==> src/rtl/transformed_vertex_bounding_box_unit_defines.svh <==
// Assertion macros for the transformed-vertex bounding box unit.
// Used by the RTL files that carry concurrent assertions; needs i_clk and i_rst_n in scope.
`ifndef TRANSFORMED_VERTEX_BOUNDING_BOX_UNIT_DEFINES_SVH
`define TRANSFORMED_VERTEX_BOUNDING_BOX_UNIT_DEFINES_SVH

// Same-cycle implication, disabled while reset is asserted.
`define TVBB_ASSERT_NOW(lbl, ante, cons, msg) \
    lbl: assert property (@(posedge i_clk) disable iff (!i_rst_n) (ante) |-> (cons)) \
        else $error(msg);

// Next-cycle implication, disabled while reset is asserted.
`define TVBB_ASSERT_NEXT(lbl, ante, cons, msg) \
    lbl: assert property (@(posedge i_clk) disable iff (!i_rst_n) (ante) |=> (cons)) \
        else $error(msg);

`endif

==> src/rtl/tvbb_pkg.sv <==
// Shared types and constants of the transformed-vertex bounding box unit.
// No dependencies; every other RTL file but the assertion macro header imports it.
package tvbb_pkg;

    localparam int COORD_BITS     = 16;
    localparam int COEF_FRAC_BITS = 14;
    localparam int COEF_BITS      = 16;
    localparam int BOX_BITS       = 19;
    localparam int HALF_BITS      = 18;
    localparam int CFG_W          = 48;
    localparam int CFG_IDX_W      = 3;
    localparam int AXES           = 3;

    localparam int PROD_W = COORD_BITS + COEF_BITS;
    localparam int SUM_W  = PROD_W + 2;
    localparam int ACC_W  = (SUM_W > COEF_FRAC_BITS + BOX_BITS) ? SUM_W
                                                                 : COEF_FRAC_BITS + BOX_BITS;

    typedef logic signed [BOX_BITS-1:0]   t_box;
    typedef logic signed [ACC_W-1:0]      t_acc;
    typedef logic        [COORD_BITS-1:0] t_coord;

    localparam t_box BOX_MAX    = t_box'((2 ** (BOX_BITS - 1)) - 1);
    localparam t_box BOX_MIN    = t_box'(-(2 ** (BOX_BITS - 1)));
    localparam t_acc ROUND_HALF = t_acc'(1) <<< (COEF_FRAC_BITS - 1);

    typedef enum logic [CFG_IDX_W-1:0] {
        CFG_ROW_X = 3'd0,
        CFG_ROW_Y = 3'd1,
        CFG_ROW_Z = 3'd2,
        CFG_TRANS = 3'd3,
        CFG_SKIP  = 3'd4
    } t_cfg_idx;

    typedef struct packed {
        logic [AXES-1:0][CFG_W-1:0] rows;
        logic [CFG_W-1:0]           trans;
        logic                       skip;
    } t_cfg;

    // Transformed vertex handed from the transform stage to the box stage.
    typedef struct packed {
        logic                vld;
        logic                last;
        logic [AXES-1:0][BOX_BITS-1:0] val;
    } t_xf_word;

endpackage

==> src/rtl/tvbb_box_if.sv <==
// Box result channel of the transformed-vertex bounding box unit.
// Depends on tvbb_pkg.
interface tvbb_box_if import tvbb_pkg::*; ();
    logic                        valid;
    logic                        ready;
    logic signed [BOX_BITS-1:0]  min_x;
    logic signed [BOX_BITS-1:0]  min_y;
    logic signed [BOX_BITS-1:0]  min_z;
    logic signed [BOX_BITS-1:0]  max_x;
    logic signed [BOX_BITS-1:0]  max_y;
    logic signed [BOX_BITS-1:0]  max_z;
    logic signed [BOX_BITS-1:0]  centre_x;
    logic signed [BOX_BITS-1:0]  centre_y;
    logic signed [BOX_BITS-1:0]  centre_z;
    logic        [HALF_BITS-1:0] half_extent_x;
    logic        [HALF_BITS-1:0] half_extent_y;
    logic        [HALF_BITS-1:0] half_extent_z;

    modport source (output valid, min_x, min_y, min_z, max_x, max_y, max_z,
                    centre_x, centre_y, centre_z,
                    half_extent_x, half_extent_y, half_extent_z,
                    input ready);
    modport sink   (input valid, min_x, min_y, min_z, max_x, max_y, max_z,
                    centre_x, centre_y, centre_z,
                    half_extent_x, half_extent_y, half_extent_z,
                    output ready);
endinterface

==> src/rtl/tvbb_box.sv <==
// Running min/max accumulators and the box result register.
// Depends on tvbb_pkg, tvbb_box_if and the assertion macro header.
`include "transformed_vertex_bounding_box_unit_defines.svh"

module tvbb_box import tvbb_pkg::*; (
    input  logic            i_clk,
    input  logic            i_rst_n,
    input  t_xf_word        i_xf,
    output logic            o_take,
    tvbb_box_if.source      o_box
);

    t_box r_min [AXES];
    t_box r_max [AXES];
    logic r_out_vld;

    t_box n_min [AXES];
    t_box n_max [AXES];
    logic signed [BOX_BITS:0] w_add [AXES];
    logic signed [BOX_BITS:0] w_sub [AXES];
    logic w_out_free;
    logic w_emit;

    assign w_out_free  = !r_out_vld || o_box.ready;
    assign w_emit      = i_xf.vld && i_xf.last && w_out_free;
    assign o_take      = i_xf.vld && (!i_xf.last || w_out_free);
    assign o_box.valid = r_out_vld;

    // Fold the incoming value into the box, then form centre and half extent.
    always_comb begin
        for (int a = 0; a < AXES; a++) begin
            n_min[a] = ($signed(i_xf.val[a]) < r_min[a]) ? $signed(i_xf.val[a]) : r_min[a];
            n_max[a] = ($signed(i_xf.val[a]) > r_max[a]) ? $signed(i_xf.val[a]) : r_max[a];
            w_add[a] = n_max[a] + n_min[a];
            w_sub[a] = n_max[a] - n_min[a];
        end
    end

    always_ff @(posedge i_clk) begin
        if (!i_rst_n) begin
            r_out_vld <= 1'b0;
            for (int a = 0; a < AXES; a++) begin
                r_min[a] <= BOX_MAX;
                r_max[a] <= BOX_MIN;
            end
        end else begin
            if (w_emit) begin
                r_out_vld <= 1'b1;
            end else if (o_box.ready) begin
                r_out_vld <= 1'b0;
            end
            if (o_take) begin
                for (int a = 0; a < AXES; a++) begin
                    r_min[a] <= i_xf.last ? BOX_MAX : n_min[a];
                    r_max[a] <= i_xf.last ? BOX_MIN : n_max[a];
                end
            end
        end
    end

    always_ff @(posedge i_clk) begin
        if (w_emit) begin
            o_box.min_x         <= n_min[0];
            o_box.min_y         <= n_min[1];
            o_box.min_z         <= n_min[2];
            o_box.max_x         <= n_max[0];
            o_box.max_y         <= n_max[1];
            o_box.max_z         <= n_max[2];
            o_box.centre_x      <= w_add[0][BOX_BITS:1];
            o_box.centre_y      <= w_add[1][BOX_BITS:1];
            o_box.centre_z      <= w_add[2][BOX_BITS:1];
            o_box.half_extent_x <= w_sub[0][HALF_BITS:1];
            o_box.half_extent_y <= w_sub[1][HALF_BITS:1];
            o_box.half_extent_z <= w_sub[2][HALF_BITS:1];
        end
    end

    `TVBB_ASSERT_NEXT(a_emit_sets_valid, w_emit, r_out_vld, "box result not raised after emit")
    `TVBB_ASSERT_NEXT(a_emit_clears_box, w_emit, (r_min[0] == BOX_MAX) && (r_max[0] == BOX_MIN), "box not cleared after emit")
    `TVBB_ASSERT_NOW(a_box_ordered, r_out_vld, ($signed(o_box.min_x) <= $signed(o_box.max_x)) && ($signed(o_box.min_z) <= $signed(o_box.max_z)), "box min above max")
    `TVBB_ASSERT_NOW(a_marked_held, i_xf.vld && i_xf.last && r_out_vld && !o_box.ready, !o_take, "marked vertex taken while result unread")

endmodule

==> src/flat_wrapper.sv <==
// flat-port wrapper written by rule: the top's interface ports become plain ports
module tvbb_box_flat import tvbb_pkg::*;
  (i_clk, i_rst_n, i_xf, o_take, o_box_valid, o_box_min_x, o_box_min_y, o_box_min_z, o_box_max_x, o_box_max_y, o_box_max_z, o_box_centre_x, o_box_centre_y, o_box_centre_z, o_box_half_extent_x, o_box_half_extent_y, o_box_half_extent_z, o_box_ready);
  tvbb_box_if o_box_i ();
  input  logic i_clk;
  input  logic i_rst_n;
  input  t_xf_word i_xf;
  output logic o_take;
  output wire logic [$bits(o_box_i.valid)-1:0] o_box_valid;
  output wire logic [$bits(o_box_i.min_x)-1:0] o_box_min_x;
  output wire logic [$bits(o_box_i.min_y)-1:0] o_box_min_y;
  output wire logic [$bits(o_box_i.min_z)-1:0] o_box_min_z;
  output wire logic [$bits(o_box_i.max_x)-1:0] o_box_max_x;
  output wire logic [$bits(o_box_i.max_y)-1:0] o_box_max_y;
  output wire logic [$bits(o_box_i.max_z)-1:0] o_box_max_z;
  output wire logic [$bits(o_box_i.centre_x)-1:0] o_box_centre_x;
  output wire logic [$bits(o_box_i.centre_y)-1:0] o_box_centre_y;
  output wire logic [$bits(o_box_i.centre_z)-1:0] o_box_centre_z;
  output wire logic [$bits(o_box_i.half_extent_x)-1:0] o_box_half_extent_x;
  output wire logic [$bits(o_box_i.half_extent_y)-1:0] o_box_half_extent_y;
  output wire logic [$bits(o_box_i.half_extent_z)-1:0] o_box_half_extent_z;
  input wire logic [$bits(o_box_i.ready)-1:0] o_box_ready;
  assign o_box_valid = o_box_i.valid;
  assign o_box_min_x = o_box_i.min_x;
  assign o_box_min_y = o_box_i.min_y;
  assign o_box_min_z = o_box_i.min_z;
  assign o_box_max_x = o_box_i.max_x;
  assign o_box_max_y = o_box_i.max_y;
  assign o_box_max_z = o_box_i.max_z;
  assign o_box_centre_x = o_box_i.centre_x;
  assign o_box_centre_y = o_box_i.centre_y;
  assign o_box_centre_z = o_box_i.centre_z;
  assign o_box_half_extent_x = o_box_i.half_extent_x;
  assign o_box_half_extent_y = o_box_i.half_extent_y;
  assign o_box_half_extent_z = o_box_i.half_extent_z;
  assign o_box_i.ready = o_box_ready;
  tvbb_box u_core (.i_clk(i_clk), .i_rst_n(i_rst_n), .i_xf(i_xf), .o_take(o_take), .o_box(o_box_i));
endmodule
==> config.mk <==
export PLATFORM = sky130hd
export DESIGN_NAME = tvbb_box_flat
export DESIGN_NICKNAME = d
export VERILOG_FILES = /design/src/rtl/tvbb_pkg.sv /design/src/rtl/tvbb_box_if.sv /design/src/rtl/tvbb_box.sv /design/src/flat_wrapper.sv
export VERILOG_INCLUDE_DIRS = /design/src /design/src/rtl
export SDC_FILE = /design/constraint.sdc
export NUM_CORES = 1
export LEC_CHECK = 0
export BUFFER_PORTS_ARGS = -buffer_cell sky130_fd_sc_hd__buf_2
export CORE_ASPECT_RATIO = 0.9
export CORE_MARGIN = 5
export CORE_UTILIZATION = 53
export CTS_BUF_LIST = sky130_fd_sc_hd__clkbuf_16
export DETAILED_ROUTE_END_ITERATION = 16
export GPL_TIMING_DRIVEN = 0
export HOLD_SLACK_MARGIN = 0.05
export PLACE_DENSITY = 0.79
export SLEW_MARGIN = 20
export SYNTH_ARGS = -nofsm -noshare
export SYNTH_HDL_FRONTEND = slang
export SYNTH_SLANG_ARGS = --single-unit
export TNS_END_PERCENT = 10
==> constraint.sdc <==
create_clock -name i_clk -period 12.75 [get_ports i_clk]
set_input_delay 1.9125 -clock i_clk [delete_from_list [all_inputs] [get_ports i_clk]]
set_output_delay 1.9125 -clock i_clk [all_outputs]
set_load 0.01 [all_outputs]
==> impl_metrics.py <==
metrics = {
    "grt": {
        "grtUsageTotal_pct": 24.5,
        "grt_pass1_vias": 15800,
        "grt_start_max_net_pins": 50,
        "grt_antenna_before_repair": 15,
        "grt.overflow.total": 0,
        "grt_pass1_wl_mm": 84.6,
    },
    "setup_path": {
        "critical-path-top-cell-by-count": "sky130_fd_sc_hd__o21bai_1",
        "timing.reg2reg.worst_path_depth": 23,
        "regToRegSetupSlack_ns": 5.79,
        "cpPeakStageDelay_ns": 0.75,
        "critical_path_class": "in -> reg",
        "endpoint_kind": "register",
        "worst_path_arrival_time_ns": 8.36,
        "regToRegStartpoint": "u_core.r_max[0][18]$_SDFFCE_PP1P_",
        "cp-start-kind": "input pin",
        "critical_path.slowest_cell": "sky130_fd_sc_hd__a2111oi_0",
        "series_of_cell_instances_along_the_critical_path": "buf_2, ha_1, nand3_2, nor3_1, a221o_1, o31a_2, nor2_2, buf_1, buf_2, mux2_2, ha_1, clkbuf_1, o21bai_1, a21oi_1, o21bai_1, a21oi_1, o21bai_1, a21oi_1, o21bai_1, a21o_1, a2111oi_0, nor2_1, xnor2_1",
        "critPathMaxFanout": 10,
        "reg2reg_to": "u_core.o_box.half_extent_x[15]$_DFFE_PP_",
        "cp.required_ns": 13.02,
    },
    "yosys": {
        "async_reset_ff_share_pct": 0,
        "area_fraction_in_compound_gates_after_synthesis_pct": 13.4,
        "netlist.area_leader.share_pct": 49.1,
        "yosys.area_share.adder_pct": 13.6,
        "synth.avg_cell_area_um2": 10.9,
        "ys_dominant_reg_cell": "sky130_fd_sc_hd__edfxtp_1",
        "synth_xor_area_share_pct": 3.97,
        "ys_seq_area_share_pct": 49.2,
        "synth_most_common_cell": "sky130_fd_sc_hd__edfxtp_1",
        "yosysWarningCount": 0,
        "synth.area.top_cells": "sky130_fd_sc_hd__edfxtp_1, sky130_fd_sc_hd__ha_1, sky130_fd_sc_hd__inv_1, sky130_fd_sc_hd__a21oi_1, sky130_fd_sc_hd__xnor2_1",
        "post_synth_instance_area_um2": 20700,
        "synth-seq-cells": 340,
        "synthTopCellsByCount": "sky130_fd_sc_hd__edfxtp_1, sky130_fd_sc_hd__inv_1, sky130_fd_sc_hd__ha_1",
        "post-synth-top-area-cell": "sky130_fd_sc_hd__edfxtp_1",
        "synth_enable_flop_cells": 339,
        "netlist-cell-type-count": 89,
        "main_combinational_cell_family_by_area_after_synthesis": "adder cells",
        "synth_fp_nets": 2178,
        "netlist_instances": 1895,
        "synth_area_in_simple_gates_pct": 11.5,
        "synthMuxAreaShare_pct": 3.25,
    },
    "layout": {
        "post_layout_nonfiller_instances": 2791,
        "layout_overhead_on_the_synthesized_area_pct": 17.8,
        "final_net_count": 2516,
        "layout.cell_area.non_filler_um2": 24400,
        "fillers": 3002,
        "drive_gt1_share_pct": 19.1,
    },
    "worst_hold_path": {
        "holdCritStartpoint": "u_core.r_min[0][51]$_SDFFCE_PP1P_",
        "min_path_cells": 2,
        "tightest_hold_check_type": "reg -> reg",
        "min_delay_worst_endpoint": "u_core.r_min[0][51]$_SDFFCE_PP1P_",
    },
    "clock_tree": {
        "ctsRootBufferMaster": "sky130_fd_sc_hd__clkbuf_16",
        "clock_path_buffers": 3,
        "tritoncts": "built",
        "clkLatencyLatePin_ns": 0.55,
        "cts_setup_buffers": 0,
        "cts_resized": 0,
        "clock_sink_count": 340,
        "cts_max_level": 2,
        "cts_hold_repair.buffers": 0,
        "clk_pin_slew_worst_paths_ns": 0.06,
        "tritoncts.num_buffers": 38,
    },
    "timing": {
        "slew_margin_rel_pct": 40.8,
        "finalSetupViolCount": 0,
        "fin_worst_skew_ns": 0.0196,
        "finalCriticalPeriod_ns": 8.08,
        "final.period_utilization_pct": 63.4,
        "final_hold_viol_count": 0,
        "timing.fmax_mhz": 124,
        "grt_setup_unrepaired": "false",
        "postLayoutSetupSlackWorst_ns": 4.67,
        "tightest_pin_transition_ns": 0.888,
        "final_max_slew_viol_count": 0,
    },
    "floorplan": {
        "die_outline_area_um2": 43200,
        "core.rowCount": 68,
        "die_height_um": 198,
        "die_w_um": 218,
        "initial_cell_density_of_the_core_pct": 53.9,
        "core-area_um2": 38500,
        "io_pins": 289,
    },
    "power_and_ir_drop": {
        "fin_total_pwr_mw": 3.82,
        "peakVddDrop_v": 0.000108,
        "powerDensity_nw_per_um2": 156,
        "leakage_nw": 10.4,
    },
    "routing": {
        "length_of_routed_met3_wiring_mm": 4.22,
        "avgRoutedWirePerCell_um": 19.3,
        "drt-initial-drc-count": 1201,
        "routedLengthMet1_mm": 22.4,
        "route.detailed.vias_per_inst": 5.72,
        "highest-signal-layer": "met5",
        "routed-wl-met2_mm": 25.7,
        "drt-pass1-iter-count": 7,
        "route.detailed.drc": 0,
        "postRouteWirelength_mm": 54.0,
        "drtAntennaViolNets": 0,
        "vias": 16000,
    },
    "placed_design": {
        "port-buffer-count": 288,
        "place_worst_setup_slack_ns": 4.16,
        "place_congestion": 0.957,
        "placed_cell_area_um2": 23100,
        "placed_cell_count": 2718,
        "post-dp-hpwl_mm": 40.6,
    },
    "job": {
        "max-cap-violations": 0,
    },
    "outcome": {
        "outcome": "finished, final reports clean",
    },
}
final cells by class:
cell class / count / area, um2 / area share (%)
clock inverter: 27 / 295 / 1.21
clock buffer: 41 / 1030 / 4.20
sequential: 340 / 10200 / 41.8
inverter: 223 / 837 / 3.43
buffer: 58 / 224 / 0.918
multi-input combinational: 1274 / 9470 / 38.8
tap: 525 / 657 / 2.69
timing repair buffer: 298 / 1680 / 6.88
antenna: 5 / 12.5 / 0.0513
worst max path at each step:
stage	start	endpoint	slack [ns]	depth (start not counted)
2_1_floorplan	i_xf[58]	u_core.o_box.centre_x[0]$_DFFE_PP_	0.53	2
3_3_place_gp	i_xf[57]	u_core.o_box.max_y[11]$_DFFE_PP_	-2.83	3
3_5_place_dp	i_xf[18]	u_core.o_box.half_extent_x[15]$_DFFE_PP_	4.16	23
4_1_cts	i_xf[18]	u_core.o_box.half_extent_x[15]$_DFFE_PP_	4.75	23
5_1_grt	i_xf[18]	u_core.o_box.half_extent_x[15]$_DFFE_PP_	4.03	23
6_report	i_xf[18]	u_core.o_box.half_extent_x[15]$_DFFE_PP_	4.67	23
worst max-delay path, delay by kind of cell:
kind / cells / cell delay (ns)
AO/OA/AOI/OAI: 11 / 2.98
buffers and inverters: 4 / 1.52
adder cells (fa/ha/maj): 2 / 0.69
AND/OR/NAND/NOR: 4 / 0.64
multiplexers: 1 / 0.42
XOR/XNOR: 1 / 0.19
per-layer routing:
metal,track usage [%],vias up
met4,8.02,20
met2,41.2,679
met5,0,-
met3,4.74,134
met1,32.2,7614
li1,-,7525
cells in the final DEF, fill, tap and decap left out, types with 41 or more instances in the layout:
| cell type | n |
|---|---|
| sky130_fd_sc_hd__ha_1 | 215 |
| sky130_fd_sc_hd__a21oi_1 | 134 |
| sky130_fd_sc_hd__edfxtp_1 | 339 |
| sky130_fd_sc_hd__xnor2_1 | 72 |
| sky130_fd_sc_hd__and2_1 | 56 |
| sky130_fd_sc_hd__inv_1 | 229 |
| sky130_fd_sc_hd__mux2_2 | 42 |
| sky130_fd_sc_hd__buf_2 | 290 |
| sky130_fd_sc_hd__clkbuf_1 | 49 |
| sky130_fd_sc_hd__o21ai_0 | 72 |
| sky130_fd_sc_hd__nand2_1 | 124 |
| sky130_fd_sc_hd__clkbuf_16 | 41 |
| sky130_fd_sc_hd__nor2_1 | 135 |
where the power goes:
group / internal, mW / switching, mW / total (mW)
registers: 1.41 / 0.0309 / 1.44
logic: 0.458 / 0.751 / 1.21
clock network: 0.719 / 0.448 / 1.17
metrics by stage:
step	utilization, %	hold WS (ns)	TNS, ns
2_1_floorplan	-	0.579	0
6_report	63.5	0.644	0
3_3_place_gp	59.3	0.616	-632.83
4_1_cts	63.4	0.640	0
5_1_grt	63.5	0.668	0
3_5_place_dp	60.0	0.628	0
cells by family (layout without fill, tap and decap cells):
logic type,count (synthesis),after routing
and+or+nand+nor,483,483
other,0,5
adders and majority gates,221,221
muxes,62,62
AOI/OAI and AO/OA,414,414
DFF,340,340
buffers and inverters,281,647
xor gates and xnor gates,94,94
sequential cells by signal, indices dropped and copies added (netlist names), 19 cells and up:
register / flops
u_core.o_box.min_y: 19
u_core.o_box.centre_x: 19
u_core.o_box.min_z: 19
u_core.o_box.max_y: 19
u_core.o_box.centre_y: 19
u_core.r_min: 57
u_core.o_box.max_z: 19
u_core.o_box.min_x: 19
u_core.o_box.centre_z: 19
u_core.r_max: 57
u_core.o_box.max_x: 19
Note: power is estimated with default switching activity, not from simulation.
